===== src/rtl/i2cm_pkg.sv =====
package i2cm_pkg;

  // Action codes of an input item
  typedef enum logic [2:0] {
    ACT_TICK  = 3'd0,
    ACT_START = 3'd1,
    ACT_STOP  = 3'd2,
    ACT_WRITE = 3'd3,
    ACT_READ  = 3'd4
  } act_t;

  // Command sequence in progress
  typedef enum logic [2:0] {
    CMD_IDLE  = 3'd0,
    CMD_START = 3'd1,
    CMD_STOP  = 3'd2,
    CMD_WRITE = 3'd3,
    CMD_READ  = 3'd4
  } cmd_t;

  localparam int unsigned DataBits = 8;
  localparam logic [15:0] PhaseTicksReset = 16'd10;

  // Register byte addresses
  localparam logic [2:0] REG_PHASE_TICKS = 3'd0;

  typedef struct packed {
    logic [2:0] action;
    logic [7:0] write_byte;
    logic       send_ack;
    logic       sda_in;
  } in_item_t;

  typedef struct packed {
    logic       scl_level;
    logic       sda_level;
    logic       sda_released;
    logic       busy_res;
    logic       rejected;
    logic [7:0] read_byte;
    logic       read_valid;
  } out_item_t;

  typedef struct packed {
    logic scl;
    logic sda;
    logic rel;
  } lines_t;

  typedef struct packed {
    cmd_t        cmd;
    logic        phase;
    logic [3:0]  bit_cnt;
    logic [7:0]  shreg;
    logic [15:0] tick_cnt;
    logic        ack;
    lines_t      lines;
  } seq_state_t;

  // Levels of the SCL-low phase of the current bit
  function automatic lines_t low_phase_lines(cmd_t cmd, logic [3:0] bit_cnt,
                                             logic [7:0] shreg, logic ack);
    lines_t l;
    l.scl = 1'b0;
    if (!bit_cnt[3]) begin
      if (cmd == CMD_WRITE) begin
        l.sda = shreg[3'd7 - bit_cnt[2:0]];
        l.rel = 1'b0;
      end else begin
        l.sda = 1'b1;
        l.rel = 1'b1;
      end
    end else begin
      l.rel = 1'b0;
      if (cmd == CMD_WRITE) begin
        l.sda = 1'b1;
      end else begin
        l.sda = ~ack;
      end
    end
    return l;
  endfunction

endpackage


===== src/rtl/i2cm_step.sv =====
module i2cm_step (
  input  i2cm_pkg::seq_state_t state,
  input  i2cm_pkg::in_item_t   item,
  input  logic [15:0]          phase_ticks,
  output i2cm_pkg::seq_state_t state_next,
  output i2cm_pkg::out_item_t  result
);

  logic        is_cmd;
  logic        busy;
  logic        rejected;
  logic        start_cmd;
  logic        tick;
  logic [15:0] limit;
  logic [16:0] tick_inc;
  logic        phase_end;
  logic        is_ss;
  logic        read_valid;

  // Classify the item against the current state
  assign is_cmd    = (item.action == i2cm_pkg::ACT_START) ||
                     (item.action == i2cm_pkg::ACT_STOP)  ||
                     (item.action == i2cm_pkg::ACT_WRITE) ||
                     (item.action == i2cm_pkg::ACT_READ);
  assign busy      = (state.cmd != i2cm_pkg::CMD_IDLE);
  assign rejected  = is_cmd && busy;
  assign start_cmd = is_cmd && !busy;
  assign tick      = (item.action == i2cm_pkg::ACT_TICK) && busy;
  assign limit     = (phase_ticks == 16'd0) ? 16'd1 : phase_ticks;
  assign tick_inc  = {1'b0, state.tick_cnt} + 17'd1;
  assign phase_end = tick && (tick_inc >= {1'b0, limit});
  assign is_ss     = (state.cmd == i2cm_pkg::CMD_START) || (state.cmd == i2cm_pkg::CMD_STOP);

  // Advance command, phase, counters, shift register and line levels
  always_comb begin
    state_next.cmd      = state.cmd;
    state_next.phase    = state.phase;
    state_next.bit_cnt  = state.bit_cnt;
    state_next.shreg    = state.shreg;
    state_next.tick_cnt = state.tick_cnt;
    state_next.ack      = state.ack;
    state_next.lines    = state.lines;
    read_valid          = 1'b0;
    if (start_cmd) begin
      state_next.cmd      = i2cm_pkg::cmd_t'(item.action);
      state_next.phase    = 1'b0;
      state_next.bit_cnt  = 4'd0;
      state_next.tick_cnt = 16'd0;
      if (item.action == i2cm_pkg::ACT_WRITE) begin
        state_next.shreg = item.write_byte;
        state_next.ack   = item.send_ack;
      end else if (item.action == i2cm_pkg::ACT_READ) begin
        state_next.shreg = 8'd0;
        state_next.ack   = item.send_ack;
      end
    end else if (tick) begin
      if (phase_end) begin
        state_next.tick_cnt = 16'd0;
        if (is_ss) begin
          if (!state.phase) begin
            state_next.phase = 1'b1;
          end else begin
            state_next.cmd   = i2cm_pkg::CMD_IDLE;
            state_next.phase = 1'b0;
          end
        end else if (!state.phase) begin
          state_next.phase = 1'b1;
        end else begin
          // Sample SDA at the end of SCL high on read data bits
          if (state.cmd == i2cm_pkg::CMD_READ && !state.bit_cnt[3]) begin
            state_next.shreg = {state.shreg[6:0], item.sda_in};
          end
          if (state.bit_cnt[3]) begin
            state_next.cmd     = i2cm_pkg::CMD_IDLE;
            state_next.phase   = 1'b0;
            state_next.bit_cnt = 4'd0;
          end else begin
            state_next.bit_cnt = state.bit_cnt + 4'd1;
            state_next.phase   = 1'b0;
          end
        end
      end else begin
        state_next.tick_cnt = tick_inc[15:0];
      end
    end

    // Drive line levels for the new phase
    if (start_cmd) begin
      case (item.action)
        i2cm_pkg::ACT_START: state_next.lines = '{scl: 1'b1, sda: 1'b1, rel: 1'b0};
        i2cm_pkg::ACT_STOP:  state_next.lines = '{scl: 1'b1, sda: 1'b0, rel: 1'b0};
        default: begin
          state_next.lines = i2cm_pkg::low_phase_lines(i2cm_pkg::cmd_t'(item.action),
                                                       4'd0, state_next.shreg,
                                                       item.send_ack);
        end
      endcase
    end else if (phase_end) begin
      if (is_ss) begin
        if (!state.phase) begin
          state_next.lines.scl = 1'b1;
          state_next.lines.sda = (state.cmd == i2cm_pkg::CMD_STOP);
          state_next.lines.rel = 1'b0;
        end
      end else if (!state.phase) begin
        state_next.lines.scl = 1'b1;
      end else if (state.bit_cnt[3]) begin
        state_next.lines.scl = 1'b0;
        read_valid           = (state.cmd == i2cm_pkg::CMD_READ);
      end else begin
        state_next.lines = i2cm_pkg::low_phase_lines(state.cmd, state_next.bit_cnt,
                                                     state_next.shreg, state.ack);
      end
    end
  end

  // Drive the result
  always_comb begin
    result.scl_level    = state_next.lines.scl;
    result.sda_level    = state_next.lines.sda;
    result.sda_released = state_next.lines.rel;
    result.busy_res     = (state_next.cmd != i2cm_pkg::CMD_IDLE);
    result.rejected     = rejected;
    result.read_byte    = read_valid ? state_next.shreg : 8'd0;
    result.read_valid   = read_valid;
  end

endmodule


===== src/rtl/bit_banged_i2c_master.sv =====
// I2C master line sequencer, timed by tick items.
// Input channel (in_valid / in_stall / in_item): each item is a tick or a
// command (start, stop, write byte, read byte). Output channel (out_valid /
// out_stall / out_item): exactly one result per input item, in order, giving
// the SCL/SDA levels, SDA direction, busy, rejected and any finished read byte.
// The whole step is decided in the cycle the item is accepted and the result
// is registered, in the result or skid register, at that edge.
// Throughput: one item per cycle while in_stall is low, set by the single
// registered pass through the sequencer step logic.
// A two-entry output stage (result register plus skid register) lets an item
// be taken while a result waits; in_stall rises only when both entries are
// full, i.e. after an item is accepted while the receiver holds out_stall with
// a result pending.
// Reset (rst, synchronous): sequencer idle, lines SCL high / SDA high driven,
// phase_ticks back to 10, output stage empty. phase_ticks is written via APB at
// paddr 0-3, read at 0; the user must write it only while idle (unenforced).
module bit_banged_i2c_master (
  input  logic                clk,
  input  logic                rst,
  input  logic                in_valid,
  output logic                in_stall,
  input  i2cm_pkg::in_item_t  in_item,
  output logic                out_valid,
  input  logic                out_stall,
  output i2cm_pkg::out_item_t out_item,
  input  logic                psel,
  input  logic                penable,
  input  logic                pwrite,
  input  logic [2:0]          paddr,
  input  logic [31:0]         pwdata,
  output logic [31:0]         prdata,
  output logic                pready
);

  logic [15:0]          phase_ticks;
  i2cm_pkg::seq_state_t state;
  i2cm_pkg::seq_state_t state_next;
  i2cm_pkg::out_item_t  step_result;
  i2cm_pkg::out_item_t  skid_item;
  logic                 skid_valid;
  logic                 acc;
  logic                 out_taken;

  // Configuration register
  assign pready = 1'b1;
  assign prdata = (paddr == i2cm_pkg::REG_PHASE_TICKS) ? {16'd0, phase_ticks} : 32'd0;

  always_ff @(posedge clk) begin
    if (rst) begin
      phase_ticks <= i2cm_pkg::PhaseTicksReset;
    end else if (psel && penable && pwrite && !paddr[2]) begin
      phase_ticks <= pwdata[15:0];
    end
  end

  // Sequencer step
  i2cm_step u_step (
    .state       (state),
    .item        (in_item),
    .phase_ticks (phase_ticks),
    .state_next  (state_next),
    .result      (step_result)
  );

  assign in_stall  = skid_valid;
  assign acc       = in_valid && !skid_valid;
  assign out_taken = out_valid && !out_stall;

  // Hold sequencer state, advance on each accepted item
  always_ff @(posedge clk) begin
    if (rst) begin
      state.cmd      <= i2cm_pkg::CMD_IDLE;
      state.phase    <= 1'b0;
      state.bit_cnt  <= 4'd0;
      state.shreg    <= 8'd0;
      state.tick_cnt <= 16'd0;
      state.ack      <= 1'b0;
      state.lines    <= '{scl: 1'b1, sda: 1'b1, rel: 1'b0};
    end else if (acc) begin
      state <= state_next;
    end
  end

  // Output stage control: result register plus skid register
  always_ff @(posedge clk) begin
    if (rst) begin
      out_valid  <= 1'b0;
      skid_valid <= 1'b0;
    end else if (skid_valid) begin
      if (out_taken) begin
        skid_valid <= 1'b0;
      end
    end else if (acc) begin
      if (out_valid && !out_taken) begin
        skid_valid <= 1'b1;
      end else begin
        out_valid <= 1'b1;
      end
    end else if (out_taken) begin
      out_valid <= 1'b0;
    end
  end

  // Output stage payload
  always_ff @(posedge clk) begin
    if (skid_valid) begin
      if (out_taken) begin
        out_item <= skid_item;
      end
    end else if (acc) begin
      if (out_valid && !out_taken) begin
        skid_item <= step_result;
      end else begin
        out_item <= step_result;
      end
    end
  end

endmodule


===== config.mk =====
export PLATFORM = sky130hd
export DESIGN_NAME = bit_banged_i2c_master
export DESIGN_NICKNAME = d
export VERILOG_FILES = /design/src/rtl/i2cm_pkg.sv /design/src/rtl/i2cm_step.sv /design/src/rtl/bit_banged_i2c_master.sv
export SDC_FILE = /design/constraint.sdc
export NUM_CORES = 1
export LEC_CHECK = 0
export BUFFER_PORTS_ARGS = -buffer_cell sky130_fd_sc_hd__buf_2
export CORE_MARGIN = 2
export CORE_UTILIZATION = 51
export CTS_CLUSTER_DIAMETER = 50
export DETAILED_ROUTE_END_ITERATION = 7
export GPL_TIMING_DRIVEN = 0
export PLACE_DENSITY_LB_ADDON = 0.1
export RECOVER_POWER = 100
export SYNTH_ARGS = -nofsm -noshare
export SYNTH_HDL_FRONTEND = slang
export SYNTH_HIERARCHICAL = 1
export SYNTH_SLANG_ARGS = --single-unit

===== constraint.sdc =====
create_clock -name clk -period 4.6 [get_ports clk]
set_clock_uncertainty 0.15 [all_clocks]
set_input_delay 0.92 -clock clk [delete_from_list [all_inputs] [get_ports clk]]
set_output_delay 0.92 -clock clk [all_outputs]
set_load 0.02 [all_outputs]

==> impl_metrics.py <==
metrics = {
    "outcome": {
        "outcome": "complete, but fails checks",
        "violations_in_the_final_reports": "negative setup slack",
    },
    "placed_design": {
        "preCtsSetupSlack_ns": -0.855,
        "place_congestion": 0.940,
        "placement.io_buffers": 68,
        "place_hpwl_um": 9920,
    },
    "logic_synthesis": {
        "avgSynthCellArea_sq_um": 8.36,
        "synth-edff-count": 28,
        "ys.flop_type": "sky130_fd_sc_hd__dfxtp_1",
        "seq_area_frac_synth_pct": 35.4,
        "synth.ff_latch_count": 82,
        "proportion_of_register_bits_with_asynchronous_set_or_reset_after_synthesis_pct": 0,
        "synth_warnings": 6,
        "synth_area_sq_um": 5430,
        "synthesis.instances": 649,
        "yosysUniqueCellTypes": 64,
    },
    "sta": {
        "layout_setup_ws_ns": -0.0907,
        "setup_repair_after_global_routing_missed_its_margin": "true",
        "layout_worst_path_cycle_share_pct": 102,
        "tightestPinTransition_ns": 1.28,
        "timing.final.setup_violations": 1,
        "final_hold_viol_count": 0,
        "max_freq_mhz": 213,
        "period_needed_ns": 4.69,
        "setup-tns-final_ns": -0.0907,
        "timing.slew.headroom_pct": 15.0,
        "finalMaxSlewViolations": 0,
    },
    "pwr": {
        "ir_worst_vdd_v": 0.000152,
        "power.density_cell_area_nw_per_um2": 253,
        "total_power_uw": 1660,
        "power_leakage_uw": 0.00257,
    },
    "route": {
        "antenna_left": 0,
        "via_count": 4923,
        "drt-pass1-iter-count": 5,
        "route.detailed.drc": 0,
        "route.detailed.vias_per_inst": 5.41,
        "post_drt_wl_per_cell_um": 15.3,
        "first_iter_violations": 328,
        "routed_wirelength_um": 13900,
    },
    "cells_and_area": {
        "mostFrequentLayoutCell": "sky130_fd_sc_hd__nand2_1",
        "final_net_count": 842,
        "area_growth_syn_to_layout_pct": 21.2,
        "n_fill_cell": 946,
        "share_of_post_route_cells_with_drive_strength_above_1_pct": 27.1,
        "antennaDiodeCount": 0,
        "final_core_util_pct": 63.7,
        "multi_input_gate_area_in_the_final_layout_sq_um": 3230,
        "most-common-layout-cells": "sky130_fd_sc_hd__nand2_1 (119), sky130_fd_sc_hd__a21oi_1 (56), sky130_fd_sc_hd__dfxtp_1 (50), sky130_fd_sc_hd__buf_2 (47), sky130_fd_sc_hd__clkbuf_1 (45)",
        "seqCellArea_sq_um": 1930,
    },
    "critical_path": {
        "timing.rr.end": "out_item[12]",
        "regToRegStartpoint": "state[4]",
        "worstSetupStartpointType": "register",
        "critical_path_class": "reg -> reg",
        "worstRegToRegCells": 22,
        "endpoint_kind": "register",
        "ff2ff_setup_slack_ns": -0.09,
        "cp_data_required_time_ns": 4.57,
        "critical_path_arrival_ns": 4.66,
        "crit_path_max_fanout": 5,
    },
    "cts": {
        "clock_path_buffers": 2,
        "cts_inserted_buffers": 9,
        "clock_tree.root_cell": "sky130_fd_sc_hd__clkbuf_8",
        "cts-htree-levels": 3,
        "clock_insertion_delay_worst_skew_ns": 0.37,
        "clk_pin_slew_worst_paths_ns": 0.09,
        "cts.hold.buffers_added": 0,
        "clock_sink_count": 82,
        "tritoncts_clock_tree": "done",
    },
    "global_routing": {
        "grt_start_max_net_pins": 17,
        "antenna_found_initial": 0,
        "globalRouteTotalUtil_pct": 24.6,
        "global_route_wire_length_before_repair_um": 22500,
        "globalRoute.totalOverflow": 0,
        "via_count_of_the_first_global_routing_pass": 4574,
    },
    "floorplan": {
        "fp.dieW_um": 107,
        "die_outline_area_sq_um": 11500,
        "die_height_um": 107,
        "effective_utilization_at_floorplan_pct": 52.6,
        "row_count": 37,
        "floorplan.io_pins": 104,
        "fp.coreArea_sq_um": 10300,
    },
    "worst_hold_path": {
        "min_path_cells": 2,
        "timing.hold.worst_endpoint": "state[33]",
        "hold_path_class": "reg -> reg",
        "worstHoldStart": "state[33]",
    },
    "run": {
        "max_cap_viols": 0,
    },
}
==> metal layers <==
metal | wire [um] | part of all wire (%) | vias up | GRT usage [%]
li1 | - | - | 2429 | -
met1 | 6710 | 48 | 2335 | 35.7
met2 | 6300 | 45 | 142 | 37.6
met3 | 738 | 5.3 | 17 | 4.26
met4 | 182 | 1.3 | 0 | 6.77
met5 | 0 | 0 | - | 0
==> cell usage after synthesis, types with 6 or more instances <==
cell / count / area [sq um]
sky130_fd_sc_hd__nor2_1: 45 / 169
sky130_fd_sc_hd__or3_1: 7 / 43.8
sky130_fd_sc_hd__inv_1: 22 / 82.6
sky130_fd_sc_hd__a21oi_2: 19 / 166
sky130_fd_sc_hd__o21ai_0: 15 / 75.1
sky130_fd_sc_hd__o22ai_1: 10 / 62.6
sky130_fd_sc_hd__nor3_1: 17 / 85.1
sky130_fd_sc_hd__dfxtp_1: 54 / 1080
sky130_fd_sc_hd__nand2_1: 120 / 450
sky130_fd_sc_hd__nor2b_1: 8 / 50.1
sky130_fd_sc_hd__edfxtp_1: 28 / 841
sky130_fd_sc_hd__a21oi_1: 57 / 285
sky130_fd_sc_hd__and3_1: 11 / 68.8
sky130_fd_sc_hd__clkbuf_1: 14 / 52.6
sky130_fd_sc_hd__buf_4: 24 / 180
sky130_fd_sc_hd__buf_2: 8 / 40.0
sky130_fd_sc_hd__ha_1: 18 / 225
sky130_fd_sc_hd__xor2_1: 20 / 175
sky130_fd_sc_hd__mux2i_1: 12 / 120
sky130_fd_sc_hd__and2_1: 19 / 119
sky130_fd_sc_hd__nand2_2: 17 / 106
sky130_fd_sc_hd__mux2_2: 14 / 158
sky130_fd_sc_hd__xnor2_1: 11 / 96.3
sky130_fd_sc_hd__nand3_1: 6 / 30.0
==> critical path, stage by stage (launching register included) <==
cell and delay [ns]:
sky130_fd_sc_hd__dfxtp_4 0.37, sky130_fd_sc_hd__and3_4 0.20, sky130_fd_sc_hd__and3_4 0.20, sky130_fd_sc_hd__and3_4 0.20
sky130_fd_sc_hd__and3_4 0.20, sky130_fd_sc_hd__and3_4 0.21, sky130_fd_sc_hd__nand3_4 0.11, sky130_fd_sc_hd__nor2_4 0.11
sky130_fd_sc_hd__xor2_1 0.08, sky130_fd_sc_hd__ha_1 0.34, sky130_fd_sc_hd__nand3_2 0.10, sky130_fd_sc_hd__nor3_4 0.15
sky130_fd_sc_hd__o211ai_1 0.11, sky130_fd_sc_hd__buf_4 0.18, sky130_fd_sc_hd__a21oi_4 0.20, sky130_fd_sc_hd__buf_6 0.13
sky130_fd_sc_hd__mux2i_2 0.23, sky130_fd_sc_hd__or2_4 0.20, sky130_fd_sc_hd__clkinv_4 0.08, sky130_fd_sc_hd__o221a_2 0.30
sky130_fd_sc_hd__a21oi_2 0.15, sky130_fd_sc_hd__a311oi_4 0.14, sky130_fd_sc_hd__mux2_4 0.31
==> through the flow <==
step / hold slack, ns / area (sq um) / std cells
final: 0.311 / 6580 / 910
after global routing: 0.324 / 6580 / 910
after CTS: 0.316 / 6560 / 904
after detailed placement: 0.302 / 6010 / 868
after global placement: 0.295 / 6010 / 868
after floorplan: 0.282 / 5500 / 664
==> registers in the layout (all words and copies together), names as in the netlist <==
signal / flops
phase_ticks: 16
out_item: 14
skid_item: 14
state: 36
out_valid: 1
in_stall: 1
==> power by group <==
part	internal, uW	switching (uW)	total [uW]
clock	261	302	563
combinational	111	192	303
sequential	780	19.2	799
==> how the worst max path moves through the flow <==
stage | start | endpoint | slack (ns) | cells past startpoint
final | state[4] | out_item[12] | -0.09 | 22
after global routing | state[4] | out_item[12] | -0.27 | 22
after detailed placement | state[4] | out_item[12] | -0.85 | 20
after CTS | state[4] | out_item[12] | 0.02 | 22
after floorplan | state[4] | out_item[12] | 0.001 | 20
after global placement | state[4] | out_item[12] | -0.84 | 19
==> final cells by class <==
type                    count  area share (%)
inverters                  24            1.45
clock inverters             7            1.24
flip-flops and latches     82            29.4
clock buffers               9            1.88
well taps                 136            2.59
repair buffers             94            8.49
plain buffers              56            5.86
multi-input cells         502            49.1
==> logic make-up after synthesis <==
group / count (synthesis) / synth area share, %
adder cells (fa/ha/maj): 18 / 4.15
XOR/XNOR: 31 / 5.00
other: 2 / 0.138
buffers and inverters: 80 / 9.09
AND/OR/NAND/NOR: 278 / 25.3
flip-flops: 82 / 35.4
AO/OA/AOI/OAI: 132 / 15.8
multiplexers: 26 / 5.12
==> what timing repair did <==
| action | CTS | global route |
|---|---|---|
| pin swaps | 14 | 4 |
| buffers inserted | 20 | 6 |
| resized for setup | 36 | 9 |
| endpoints found under the setup margin | 34 | 3 |
(Power assumes the default switching activity.)
